`src/spd_pkg.sv`:
```
`default_nettype none
// ----------------------------------------------------------------------------
// spd_pkg
// Widths, register map, stage records and helpers shared by the
// simultaneous press detector.
// ----------------------------------------------------------------------------
package spd_pkg;

    localparam int MASK_W     = 8;
    localparam int TIME_W     = 32;
    localparam int THR_W      = 16;
    localparam int IDX_W      = 3;
    localparam int APB_ADDR_W = 3;
    localparam int APB_DATA_W = 32;

    localparam logic [THR_W-1:0] THRESH_RESET = 16'd50;

    // register index taken from paddr above the byte offset
    localparam logic [APB_ADDR_W-3:0] REG_THRESHOLD = 1'b0;

    typedef struct packed {
        logic              pressed;
        logic [TIME_W-1:0] lo;
        logic [TIME_W-1:0] hi;
    } spd_lane_t;

    typedef struct packed {
        logic              any;
        logic              multi;
        logic [TIME_W-1:0] earliest;
        logic [TIME_W-1:0] latest;
        logic [IDX_W-1:0]  first;
        logic [IDX_W-1:0]  second;
    } spd_merge_t;

    function automatic logic [IDX_W-1:0] lowest_index(input logic [MASK_W-1:0] m);
        logic [IDX_W-1:0] idx;
        idx = '0;
        for (int k = MASK_W - 1; k >= 0; k--)
        begin
            if (m[k])
            begin
                idx = IDX_W'(k);
            end
        end
        return idx;
    endfunction

endpackage
`default_nettype wire

```
`src/spd_tick_if.sv`:
```
`default_nettype none
// ----------------------------------------------------------------------------
// spd_tick_if
// Tick channel: debounced button mask and current millisecond time.
// ----------------------------------------------------------------------------
interface spd_tick_if;
    logic                       valid;
    logic                       ready;
    logic [spd_pkg::MASK_W-1:0] pressed_mask;
    logic [spd_pkg::TIME_W-1:0] now_ms;

    modport source (output valid, output pressed_mask, output now_ms, input ready);
    modport sink   (input valid, input pressed_mask, input now_ms, output ready);
endinterface
`default_nettype wire

```
`src/spd_result_if.sv`:
```
`default_nettype none
// ----------------------------------------------------------------------------
// spd_result_if
// Result channel: detection flag and the two lowest pressed buttons.
// ----------------------------------------------------------------------------
interface spd_result_if;
    logic                      valid;
    logic                      ready;
    logic                      report;
    logic [spd_pkg::IDX_W-1:0] first_button;
    logic [spd_pkg::IDX_W-1:0] second_button;

    modport source (output valid, output report, output first_button,
                    output second_button, input ready);
    modport sink   (input valid, input report, input first_button,
                    input second_button, output ready);
endinterface
`default_nettype wire

```
`src/spd_lane.sv`:
```
`default_nettype none
// ----------------------------------------------------------------------------
// spd_lane
// One button: edge detect, press time capture and the lane's min/max
// candidates for the merge stage.
// ----------------------------------------------------------------------------
module spd_lane (
    input  logic                       clk,
    input  logic                       rst_n,
    input  logic                       load,
    input  logic                       pressed,
    input  logic [spd_pkg::TIME_W-1:0] now_ms,
    output spd_pkg::spd_lane_t         lane
);
    import spd_pkg::*;

    logic              prev_reg;
    logic [TIME_W-1:0] start_reg;
    logic [TIME_W-1:0] start_next;
    spd_lane_t         lane_reg;
    spd_lane_t         lane_next;

    always_comb
    begin
        start_next        = (pressed && !prev_reg) ? now_ms : start_reg;
        lane_next.pressed = pressed;
        lane_next.lo      = pressed ? start_next : now_ms;
        lane_next.hi      = pressed ? start_next : '0;
    end

    always_ff @(posedge clk or negedge rst_n)
    begin
        if (!rst_n)
        begin
            prev_reg  <= 1'b0;
            start_reg <= '0;
        end
        else if (load)
        begin
            prev_reg  <= pressed;
            start_reg <= start_next;
        end
    end

    always_ff @(posedge clk)
    begin
        if (load)
        begin
            lane_reg <= lane_next;
        end
    end

    assign lane = lane_reg;

endmodule
`default_nettype wire

```
`src/spd_merge.sv`:
```
`default_nettype none
// ----------------------------------------------------------------------------
// spd_merge
// Combine the lanes: earliest and latest press time over a min/max tree,
// pressed count class and the two lowest pressed indices.
// ----------------------------------------------------------------------------
module spd_merge #(
    parameter int LANES = 8
) (
    input  logic                       clk,
    input  logic                       rst_n,
    input  logic                       valid_in,
    output logic                       ready_in,
    input  spd_pkg::spd_lane_t         lanes [LANES],
    input  logic [spd_pkg::TIME_W-1:0] now_ms,
    output logic                       valid_out,
    input  logic                       ready_out,
    output spd_pkg::spd_merge_t        info
);
    import spd_pkg::*;

    localparam int L1 = MASK_W / 2;
    localparam int L2 = MASK_W / 4;

    logic [MASK_W-1:0] leaf_p;
    logic [TIME_W-1:0] leaf_lo [MASK_W];
    logic [TIME_W-1:0] leaf_hi [MASK_W];
    logic [TIME_W-1:0] l1_lo [L1];
    logic [TIME_W-1:0] l1_hi [L1];
    logic [TIME_W-1:0] l2_lo [L2];
    logic [TIME_W-1:0] l2_hi [L2];
    logic [TIME_W-1:0] l3_lo;
    logic              valid_reg;
    spd_merge_t        info_reg;
    spd_merge_t        info_next;

    for (genvar j = 0; j < MASK_W; j++)
    begin : g_leaf
        if (j < LANES)
        begin : g_real
            assign leaf_p[j]  = lanes[j].pressed;
            assign leaf_lo[j] = lanes[j].lo;
            assign leaf_hi[j] = lanes[j].hi;
        end
        else
        begin : g_pad
            assign leaf_p[j]  = 1'b0;
            assign leaf_lo[j] = now_ms;
            assign leaf_hi[j] = '0;
        end
    end

    always_comb
    begin
        for (int k = 0; k < L1; k++)
        begin
            l1_lo[k] = (leaf_lo[2*k+1] < leaf_lo[2*k]) ? leaf_lo[2*k+1] : leaf_lo[2*k];
            l1_hi[k] = (leaf_hi[2*k+1] > leaf_hi[2*k]) ? leaf_hi[2*k+1] : leaf_hi[2*k];
        end
        for (int k = 0; k < L2; k++)
        begin
            l2_lo[k] = (l1_lo[2*k+1] < l1_lo[2*k]) ? l1_lo[2*k+1] : l1_lo[2*k];
            l2_hi[k] = (l1_hi[2*k+1] > l1_hi[2*k]) ? l1_hi[2*k+1] : l1_hi[2*k];
        end
        l3_lo              = (l2_lo[1] < l2_lo[0]) ? l2_lo[1] : l2_lo[0];
        info_next.earliest = (now_ms < l3_lo) ? now_ms : l3_lo;
        info_next.latest   = (l2_hi[1] > l2_hi[0]) ? l2_hi[1] : l2_hi[0];
        info_next.any      = |leaf_p;
        info_next.multi    = |(leaf_p & (leaf_p - MASK_W'(1)));
        info_next.first    = lowest_index(leaf_p);
        info_next.second   = lowest_index(leaf_p & (leaf_p - MASK_W'(1)));
    end

    assign ready_in = !valid_reg || ready_out;

    always_ff @(posedge clk or negedge rst_n)
    begin
        if (!rst_n)
        begin
            valid_reg <= 1'b0;
        end
        else if (valid_in && ready_in)
        begin
            valid_reg <= 1'b1;
        end
        else if (ready_out)
        begin
            valid_reg <= 1'b0;
        end
    end

    always_ff @(posedge clk)
    begin
        if (valid_in && ready_in)
        begin
            info_reg <= info_next;
        end
    end

    assign valid_out = valid_reg;
    assign info      = info_reg;

endmodule
`default_nettype wire

```
`src/spd_decide.sv`:
```
`default_nettype none
// ----------------------------------------------------------------------------
// spd_decide
// Spread check against the threshold, reported flag and the result register.
// ----------------------------------------------------------------------------
module spd_decide (
    input  logic                      clk,
    input  logic                      rst_n,
    input  logic                      valid_in,
    output logic                      ready_in,
    input  spd_pkg::spd_merge_t       info,
    input  logic [spd_pkg::THR_W-1:0] threshold_ms,
    spd_result_if.source              result
);
    import spd_pkg::*;

    logic              flag_reg;
    logic              flag_next;
    logic              valid_reg;
    logic              report_reg;
    logic [IDX_W-1:0]  first_reg;
    logic [IDX_W-1:0]  second_reg;
    logic [TIME_W-1:0] spread;
    logic              hit;
    logic              take;

    assign ready_in = !valid_reg || result.ready;
    assign take     = valid_in && ready_in;
    assign spread   = info.latest - info.earliest;
    assign hit      = info.multi && !flag_reg && (spread <= TIME_W'(threshold_ms));

    always_comb
    begin
        flag_next = flag_reg;
        if (!info.any)
        begin
            flag_next = 1'b0;
        end
        else if (hit)
        begin
            flag_next = 1'b1;
        end
    end

    always_ff @(posedge clk or negedge rst_n)
    begin
        if (!rst_n)
        begin
            flag_reg  <= 1'b0;
            valid_reg <= 1'b0;
        end
        else if (take)
        begin
            flag_reg  <= flag_next;
            valid_reg <= 1'b1;
        end
        else if (result.ready)
        begin
            valid_reg <= 1'b0;
        end
    end

    always_ff @(posedge clk)
    begin
        if (take)
        begin
            report_reg <= hit;
            first_reg  <= hit ? info.first : '0;
            second_reg <= hit ? info.second : '0;
        end
    end

    assign result.valid         = valid_reg;
    assign result.report        = report_reg;
    assign result.first_button  = first_reg;
    assign result.second_button = second_reg;

`ifndef SYNTHESIS
    a_order: assert property (@(posedge clk) disable iff (!rst_n)
        (valid_reg && report_reg) |-> (first_reg < second_reg))
        else $error("reported buttons out of order");

    a_quiet: assert property (@(posedge clk) disable iff (!rst_n)
        (valid_reg && !report_reg) |-> (first_reg == '0 && second_reg == '0))
        else $error("button indices set without report");

    a_flag_rise: assert property (@(posedge clk) disable iff (!rst_n)
        $rose(flag_reg) |-> (valid_reg && report_reg))
        else $error("flag set without a report");

    a_no_repeat: assert property (@(posedge clk) disable iff (!rst_n)
        (take && $past(flag_reg) == 1'b1 && flag_reg) |-> !hit)
        else $error("second report while flag set");
`endif

endmodule
`default_nettype wire

```
`src/simultaneous_press_detector.sv`:
```
`default_nettype none
// Path: a tick passes through the lane, merge and decide registers before its result is valid.
// Throughput: one tick per cycle while result.ready is high; every stage advances independently under backpressure.
// The lane registers and the merge register let ticks enter while a result waits.
// Reset: rst_n clears button history, press times, reported flag and all valid bits;
// threshold_ms returns to 50.
// ----------------------------------------------------------------------------
// simultaneous_press_detector
// Tracks press times of debounced buttons and reports the two lowest
// buttons when several are pressed within threshold_ms of each other.
// ----------------------------------------------------------------------------
module simultaneous_press_detector #(
    parameter int NUM_BUTTONS = 8
) (
    input  logic                           clk,
    input  logic                           rst_n,
    spd_tick_if.sink                       tick,
    spd_result_if.source                   result,
    input  logic                           psel,
    input  logic                           penable,
    input  logic                           pwrite,
    input  logic [spd_pkg::APB_ADDR_W-1:0] paddr,
    input  logic [spd_pkg::APB_DATA_W-1:0] pwdata,
    output logic [spd_pkg::APB_DATA_W-1:0] prdata,
    output logic                           pready
);
    import spd_pkg::*;

    localparam int LANES = (NUM_BUTTONS < MASK_W) ? NUM_BUTTONS : MASK_W;

    logic [THR_W-1:0]  threshold_reg;
    logic              thr_sel;
    logic              s1_valid_reg;
    logic [TIME_W-1:0] s1_now_reg;
    logic              tick_take;
    logic              merge_ready;
    logic              merge_valid;
    logic              decide_ready;
    spd_lane_t         lanes [LANES];
    spd_merge_t        merge_info;

    assign pready  = 1'b1;
    assign thr_sel = (paddr[APB_ADDR_W-1:2] == REG_THRESHOLD);
    assign prdata  = thr_sel ? APB_DATA_W'(threshold_reg) : '0;

    always_ff @(posedge clk or negedge rst_n)
    begin
        if (!rst_n)
        begin
            threshold_reg <= THRESH_RESET;
        end
        else if (psel && penable && pwrite && pready && thr_sel)
        begin
            threshold_reg <= pwdata[THR_W-1:0];
        end
    end

    assign tick.ready = !s1_valid_reg || merge_ready;
    assign tick_take  = tick.valid && tick.ready;

    always_ff @(posedge clk or negedge rst_n)
    begin
        if (!rst_n)
        begin
            s1_valid_reg <= 1'b0;
        end
        else if (tick_take)
        begin
            s1_valid_reg <= 1'b1;
        end
        else if (merge_ready)
        begin
            s1_valid_reg <= 1'b0;
        end
    end

    always_ff @(posedge clk)
    begin
        if (tick_take)
        begin
            s1_now_reg <= tick.now_ms;
        end
    end

    for (genvar i = 0; i < LANES; i++)
    begin : g_lane
        spd_lane u_lane (
            .clk     (clk),
            .rst_n   (rst_n),
            .load    (tick_take),
            .pressed (tick.pressed_mask[i]),
            .now_ms  (tick.now_ms),
            .lane    (lanes[i])
        );
    end

    spd_merge #(
        .LANES (LANES)
    ) u_merge (
        .clk       (clk),
        .rst_n     (rst_n),
        .valid_in  (s1_valid_reg),
        .ready_in  (merge_ready),
        .lanes     (lanes),
        .now_ms    (s1_now_reg),
        .valid_out (merge_valid),
        .ready_out (decide_ready),
        .info      (merge_info)
    );

    spd_decide u_decide (
        .clk          (clk),
        .rst_n        (rst_n),
        .valid_in     (merge_valid),
        .ready_in     (decide_ready),
        .info         (merge_info),
        .threshold_ms (threshold_reg),
        .result       (result)
    );

endmodule
`default_nettype wire
```
`src/flat_wrapper.sv`:
```
// flat-port wrapper written by rule: the top's interface ports become plain ports
module simultaneous_press_detector_flat import spd_pkg::*;
#(
    parameter int NUM_BUTTONS = 8
)
  (clk, rst_n, psel, penable, pwrite, paddr, pwdata, prdata, pready, tick_valid, tick_pressed_mask, tick_now_ms, tick_ready, result_valid, result_report, result_first_button, result_second_button, result_ready);
  spd_tick_if tick_i ();
  spd_result_if result_i ();
  input  logic clk;
  input  logic rst_n;
  input  logic psel;
  input  logic penable;
  input  logic pwrite;
  input  logic [spd_pkg::APB_ADDR_W-1:0] paddr;
  input  logic [spd_pkg::APB_DATA_W-1:0] pwdata;
  output logic [spd_pkg::APB_DATA_W-1:0] prdata;
  output logic pready;
  input wire logic [$bits(tick_i.valid)-1:0] tick_valid;
  input wire logic [$bits(tick_i.pressed_mask)-1:0] tick_pressed_mask;
  input wire logic [$bits(tick_i.now_ms)-1:0] tick_now_ms;
  output wire logic [$bits(tick_i.ready)-1:0] tick_ready;
  output wire logic [$bits(result_i.valid)-1:0] result_valid;
  output wire logic [$bits(result_i.report)-1:0] result_report;
  output wire logic [$bits(result_i.first_button)-1:0] result_first_button;
  output wire logic [$bits(result_i.second_button)-1:0] result_second_button;
  input wire logic [$bits(result_i.ready)-1:0] result_ready;
  assign tick_i.valid = tick_valid;
  assign tick_i.pressed_mask = tick_pressed_mask;
  assign tick_i.now_ms = tick_now_ms;
  assign tick_ready = tick_i.ready;
  assign result_valid = result_i.valid;
  assign result_report = result_i.report;
  assign result_first_button = result_i.first_button;
  assign result_second_button = result_i.second_button;
  assign result_i.ready = result_ready;
  simultaneous_press_detector #(.NUM_BUTTONS(NUM_BUTTONS)) u_core (.clk(clk), .rst_n(rst_n), .tick(tick_i), .result(result_i), .psel(psel), .penable(penable), .pwrite(pwrite), .paddr(paddr), .pwdata(pwdata), .prdata(prdata), .pready(pready));
endmodule
```
`config.mk`:
```
export PLATFORM = sky130hd
export DESIGN_NAME = simultaneous_press_detector_flat
export DESIGN_NICKNAME = d
export VERILOG_FILES = /design/src/spd_pkg.sv /design/src/spd_tick_if.sv /design/src/spd_result_if.sv /design/src/spd_lane.sv /design/src/spd_merge.sv /design/src/spd_decide.sv /design/src/simultaneous_press_detector.sv /design/src/flat_wrapper.sv
export SDC_FILE = /design/constraint.sdc
export NUM_CORES = 2
export LEC_CHECK = 0
export BUFFER_PORTS_ARGS = -buffer_cell sky130_fd_sc_hd__buf_2
export CAP_MARGIN = 15
export CORE_MARGIN = 2
export CORE_UTILIZATION = 59
export CTS_BUF_LIST = sky130_fd_sc_hd__clkbuf_4
export DETAILED_ROUTE_END_ITERATION = 10
export PLACE_DENSITY = 0.83
export SYNTH_ARGS = -nofsm -noshare
export SYNTH_HDL_FRONTEND = slang
export SYNTH_SLANG_ARGS = --single-unit
export TNS_END_PERCENT = 10
```
`constraint.sdc`:
```
create_clock -name clk -period 17.9 [get_ports clk]
set_input_delay 0.895 -clock clk [delete_from_list [all_inputs] [get_ports clk]]
set_output_delay 0.895 -clock clk [all_outputs]
set_load 0.005 [all_outputs]
```
Word level (Yosys, flattened, before mapping)
Cells that the tools add are included.
W data, S select, Z words.
- bits in registers: 915
- input port bits: 82
- logic and storage cells: 175
- output and inout bits: 42
- equal/unequal tests: 1
- order comparisons: 16
- mux-type cells: 54
- reductions and logical operators: 41
- bitwise operators: 2
- $add $sub $neg: 2
- operators with widths (operator ; number):
    $mux W32 ; 31
    $lt A32 B32 Y1 ; 8
    $gt A32 B32 Y1 ; 7
    $le A32 B16 Y1 ; 1
    $sub A32 B32 Y32 ; 1
    $mux W3 ; 8
    $logic_and A1 B1 Y1 ; 16
    $mux W16 ; 1
    $reduce_or A8 Y1 ; 2
    $logic_not A1 Y1 ; 12
    $mux W1 ; 10
    $and A8 B8 Y8 ; 1
    $mux W2 ; 4
    $reduce_or A4 Y1 ; 2
    $sub A8 B1 Y8 const B ; 1
    $reduce_bool A2 Y1 ; 3
    $reduce_or A2 Y1 ; 2
    $logic_or A1 B1 Y1 ; 3
    $ne A2 B2 Y1 const B ; 1
    $reduce_and A2 Y1 ; 1
    $not A1 Y1 ; 1

Logic depth before layout (Yosys ltp)
- word-level depth: 9
- depth in mapped cells: 56
- depth with buffers taken out: 51

Hierarchy
Synthesis repeated with hierarchy kept, for this count alone.
- cells, all modules: 4884
- area total of the unflattened synthesis: 58695.0 µm²
- by module, submodules not included (module ; area an instance (µm²) ; instances ; cells each):
    spd_lane ; 4284.1 ; 8 ; 243
    spd_merge ; 19645.1 ; 1 ; 2429
    spd_decide ; 2869.0 ; 1 ; 405
    simultaneous_press_detector ; 1908.1 ; 1 ; 106

Least setup slack after synthesis
No wires, ideal clock.
- path type: input to register
- start point: in result_ready
- end point: reg u_core.g_lane[3].u_lane.start_reg[0]
- setup slack: -1822 ps
- arrival time: 19580 ps
- setup time: 142 ps
- path buffers: 1
- data required time: 17758 ps
- stages on the path: 7
- path through: nor2b_1 > nand3_1 > nand2_1 > inv_2 > clkbuf_1 > nand3b_1 > mux2_2
- longest elaborated chain between the ends: 4
- RTL lines (what ; RTL line ; source):
    from (decl) ; flat_wrapper.sv:26 ; input wire logic [$bits(result_i.ready)-1:0] result_ready;
    $logic_or A1 B1 Y1 ; spd_decide.sv:27 ; assign ready_in = !valid_reg || result.ready;
    $logic_or A1 B1 Y1 ; spd_merge.sv:74 ; assign ready_in = !valid_reg || ready_out;
    $logic_or A1 B1 Y1 ; simultaneous_press_detector.sv:58 ; assign tick.ready = !s1_valid_reg || merge_ready;
    net tick_ready ; flat_wrapper.sv:21 ; output wire logic [$bits(tick_i.ready)-1:0] tick_ready;
    $logic_and A1 B1 Y1 ; simultaneous_press_detector.sv:59 ; assign tick_take = tick.valid && tick.ready;
    net u_core.g_lane[0].u_lane.load ; spd_lane.sv:10 ; input logic load,
    to (signal assigned) ; spd_lane.sv:41 ; start_reg <= start_next;
    to (decl) ; spd_lane.sv:18 ; logic [TIME_W-1:0] start_reg;
The timed path passes the listed nets, and every way through them passes these cells.
A chain may end at the register's enable or synchronous reset.

==> flow_summary.rst <==
.. list-table::
   :header-rows: 1

   * - Metric
     - Value
   * - Maximum VDD drop
     - 0.1047 mV
   * - Minimum setup slack among reg-to-reg paths
     - 4240 ps
   * - Clock-pin slew on the worst setup and hold paths
     - 70 ps
   * - Power per cell area
     - 141.2 nW/um^2
   * - Most frequently used flop master after synthesis
     - edfxtp_1
   * - Pin slew with the least headroom to its limit
     - 1072 ps
   * - Global routing met3 resource utilization
     - 4.750%
   * - CP peak stage delay
     - 900 ps
   * - Switching power share of the total
     - 37.97%
   * - Die span in x
     - 314.3 um
   * - Yosys warning total
     - 0
   * - Antenna violations before repair
     - 12
   * - Endpoint of the worst setup timing path
     - u_core.u_merge.info[61]$_DFFE_PP_
   * - Flip-flop count of the largest register, all copies and words added
     - 520
   * - Largest clock skew in the final design
     - 71.58 ps
   * - Final weighted congestion in routability-driven placement
     - 0.9581
   * - CTS root buffer
     - clkbuf_4
   * - Count of unique library cells instantiated by Yosys
     - 84
   * - Total gr overflow
     - 0
   * - Synthesis-to-layout area growth
     - 8.506%
   * - I/O pin cnt
     - 124
   * - First drt pass iteration count
     - 5
   * - First-pass GRT wire length
     - 215200 um
   * - Port Buffers
     - 88
   * - Via count
     - 39060
   * - Top Usage Layer GRT
     - met2
   * - Max-cap violation count
     - 0
   * - Final core utilization
     - 64.77%
   * - Reg-to-reg critical path endpoint
     - u_core.u_merge.info[61]$_DFFE_PP_
   * - Critical path launch point
     - u_core.g_lane[3].u_lane.lane[33]$_DFFE_PP_
   * - Worst Hold Class
     - in -> reg
   * - GR Util met2
     - 46.36%
   * - Layout cell share with drive strength beyond 1
     - 21.84%
   * - Crit-path most repeated cell
     - a21o_1
   * - Syn Area/Cell
     - 11.54 um^2
   * - DRC violation count after routing
     - 0
   * - Number of hold violations in the final report
     - 0
   * - Number of synthesized register bits
     - 915
   * - Worst path arrival time
     - 14460 ps
   * - Final TNS setup
     - 0 ps
   * - Number of sinks handled by clock tree synthesis
     - 915
   * - Fraction of synthesis flops using an asynchronous set or reset pin
     - 31.04%
   * - Clock tree from TritonCTS
     - done
   * - Hold slack
     - 311.1 ps
   * - Sequential fraction of the synthesis area
     - 45.88%
   * - Combinational share of power
     - 43.9%
   * - Peak fanout along the critical path
     - 43
   * - Half-perimeter wire length after detailed placement
     - 103600 um
   * - Psw
     - 3304 uW
   * - Reg-to-reg critical path startpoint
     - u_core.g_lane[3].u_lane.lane[33]$_DFFE_PP_
   * - Worst Path Required
     - 18700 ps
   * - Number of synthesized flops with an enable pin
     - 631
   * - Clock tree buffer depth
     - 3
   * - Critical path endpoint category
     - flop
   * - Final worst-path cycle share
     - 76.31%
   * - Clock buffers created by TritonCTS
     - 228
   * - Setup repair after global routing missed its margin
     - no
   * - Worst max-slew margin expressed relative to the limit
     - 27.87%
   * - Most used cells in the layout excluding fill and tap cells
     - 631 x edfxtp_1, 580 x mux2i_1, 562 x mux2_2, 515 x ha_1, 514 x inv_1
   * - Total Die Area
     - 98760 um^2
   * - Routed len/inst
     - 21.69 um
   * - Pin count of the biggest net entering global routing
     - 143
   * - Run status
     - complete, no violations
   * - FF-to-FF path depth
     - 53
   * - Number of setup buffers added after CTS
     - 0
   * - Die extent in y
     - 314.3 um
   * - Synth Cell Area
     - 56800 um^2
   * - Shortest clock period the worst path allows after layout
     - 13660 ps
   * - Worst setup path class
     - reg -> reg
   * - H-Tree Level Count
     - 4
   * - Number of cells produced by synthesis
     - 4920
   * - Startpoint types
     - flop
   * - Clk_lat worst skew
     - 1130 ps
   * - Setup violations, final
     - 0
   * - Power Internal
     - 5398 uW
   * - Violation count after the first detailed-routing iteration
     - 3394
   * - Initial Utilization
     - 59.69%
   * - Std-Cell Rows
     - 113
   * - Leakage
     - 0.02773 uW
   * - Vias in the first global route
     - 38790
   * - Global-route met1 utilization
     - 37.22%
   * - Worst path slowest cell
     - a221oi_1
   * - Routed WL
     - 141800 um
   * - Max-slew violations
     - 0
   * - Post-detailed-route count of antenna-violating nets
     - 0
   * - Final-stage net count
     - 5658
   * - Core region area
     - 95150 um^2
   * - Leading cell type in the layout, fill and taps excluded
     - edfxtp_1
   * - Sequential power share
     - 34.9%
   * - Portion of total power attributed to the clock network
     - 21.2%
   * - Fmax
     - 73.21 MHz
   * - Total power
     - 8703 uW
   * - Post-DR vias/cell
     - 5.976
   * - GR Util All Layers
     - 28.48%
-- power by group through the flow --
stage                     sequential [uW]  combinational [uW]  clock, uW
after floorplan                      2980                2840          0
after global placement               3050                3650          0
after detailed placement             3070                3770          0
after CTS                            3030                3800       1880
after global routing                 3070                4200       1980
final                                3040                3820       1840
-- cells by family after synthesis --
| logic type | Yosys count | synth area share, % |
|---|---|---|
| AO/OA/AOI/OAI | 644 | 7.045 |
| adder cells (fa/ha/maj) | 517 | 11.40 |
| AND/OR/NAND/NOR | 893 | 8.548 |
| buffers and inverters | 784 | 5.375 |
| other | 2 | 0.01322 |
| XOR/XNOR | 21 | 0.3238 |
| flip-flops | 915 | 45.88 |
| multiplexers | 1144 | 21.42 |
-- worst max-delay path, delay by kind of cell (launching register included) --
family          cells  cell delay, ps
compound gates     28            7240
buf+inv             6            1770
simple gates       12            1730
fa+ha+maj           4            1230
mux                 3             890
flops               1             400
-- per-stage QoR --
stage / worst slack, ps / std cells / cell area, um^2
floorplan: 7507 / 4935 / 56850
global route: 3600 / 6533 / 61620
global placement: 4667 / 6076 / 58310
CTS: 4340 / 6522 / 61590
detailed placement: 4401 / 6076 / 58310
finish: 4240 / 6536 / 61630
-- cell usage after synthesis, types with 9 or more instances --
cell	number	area [um^2]
edfxtp_1	631	18950
mux2i_1	580	5806
mux2_2	562	6329
ha_1	515	6444
inv_1	514	1929
nor2b_1	320	2002
dfrtp_1	281	7032
a21oi_1	229	1146
clkbuf_1	198	743.2
o21ai_0	160	800.8
nor2_1	154	578.1
nand2_1	142	533.0
nand4_1	90	563.0
a21o_1	78	585.6
nand2b_1	61	381.6
buf_1	45	168.9
nand3_1	32	160.2
o31a_1	31	271.5
nor3_1	20	100.1
o21a_1	20	150.1
buf_4	19	142.6
a211oi_1	14	105.1
o211ai_1	13	97.59
xnor2_1	12	105.1
nor4_1	11	68.82
a221oi_1	10	87.58
and3_1	9	56.30
xor2_1	9	78.83
-- what timing repair did --
| item | in CTS | in global routing |
|---|---|---|
| resized for setup | 0 | 0 |
| endpoints found under the hold margin | 98 | 0 |
| hold buffers | 19 | 0 |
-- per-layer routing --
| layer | wire [um] | share of wire [%] |
|---|---|---|
| met1 | 58470 | 41 |
| met2 | 66620 | 47 |
| met3 | 10660 | 7.5 |
| met4 | 6031 | 4.3 |
| met5 | 14 | 0.0099 |
-- layout make-up --
type	instances	area (um^2)
clock buffer	380	2853
clock inverter	47	240.2
multi-input combinational	3236	27830
fill	7065	33530
sequential	915	26070
tap	1265	1583
antenna	14	35.03
timing repair buffer	164	1081
inverter	515	1941
-- worst min-delay path by stage --
stage                                                    start                                  endpoint  slack (ps)  cells past startpoint
after global placement    u_core.u_merge.valid_out$_DFFE_PN0P_  u_core.u_decide.result.valid$_DFFE_PN0P_         480                      1
after floorplan                u_core.s1_valid_reg$_DFFE_PN0P_      u_core.u_merge.valid_out$_DFFE_PN0P_         450                      1
after detailed placement  u_core.u_merge.valid_out$_DFFE_PN0P_  u_core.u_decide.result.valid$_DFFE_PN0P_         480                      1
final                                           tick_now_ms[9]            u_core.s1_now_reg[9]$_DFFE_PP_         310                      1
after CTS                                       tick_now_ms[9]            u_core.s1_now_reg[9]$_DFFE_PP_         210                      1
after global routing                            tick_now_ms[9]            u_core.s1_now_reg[9]$_DFFE_PP_         250                      1
Note: power is estimated with default switching activity, not from simulation.
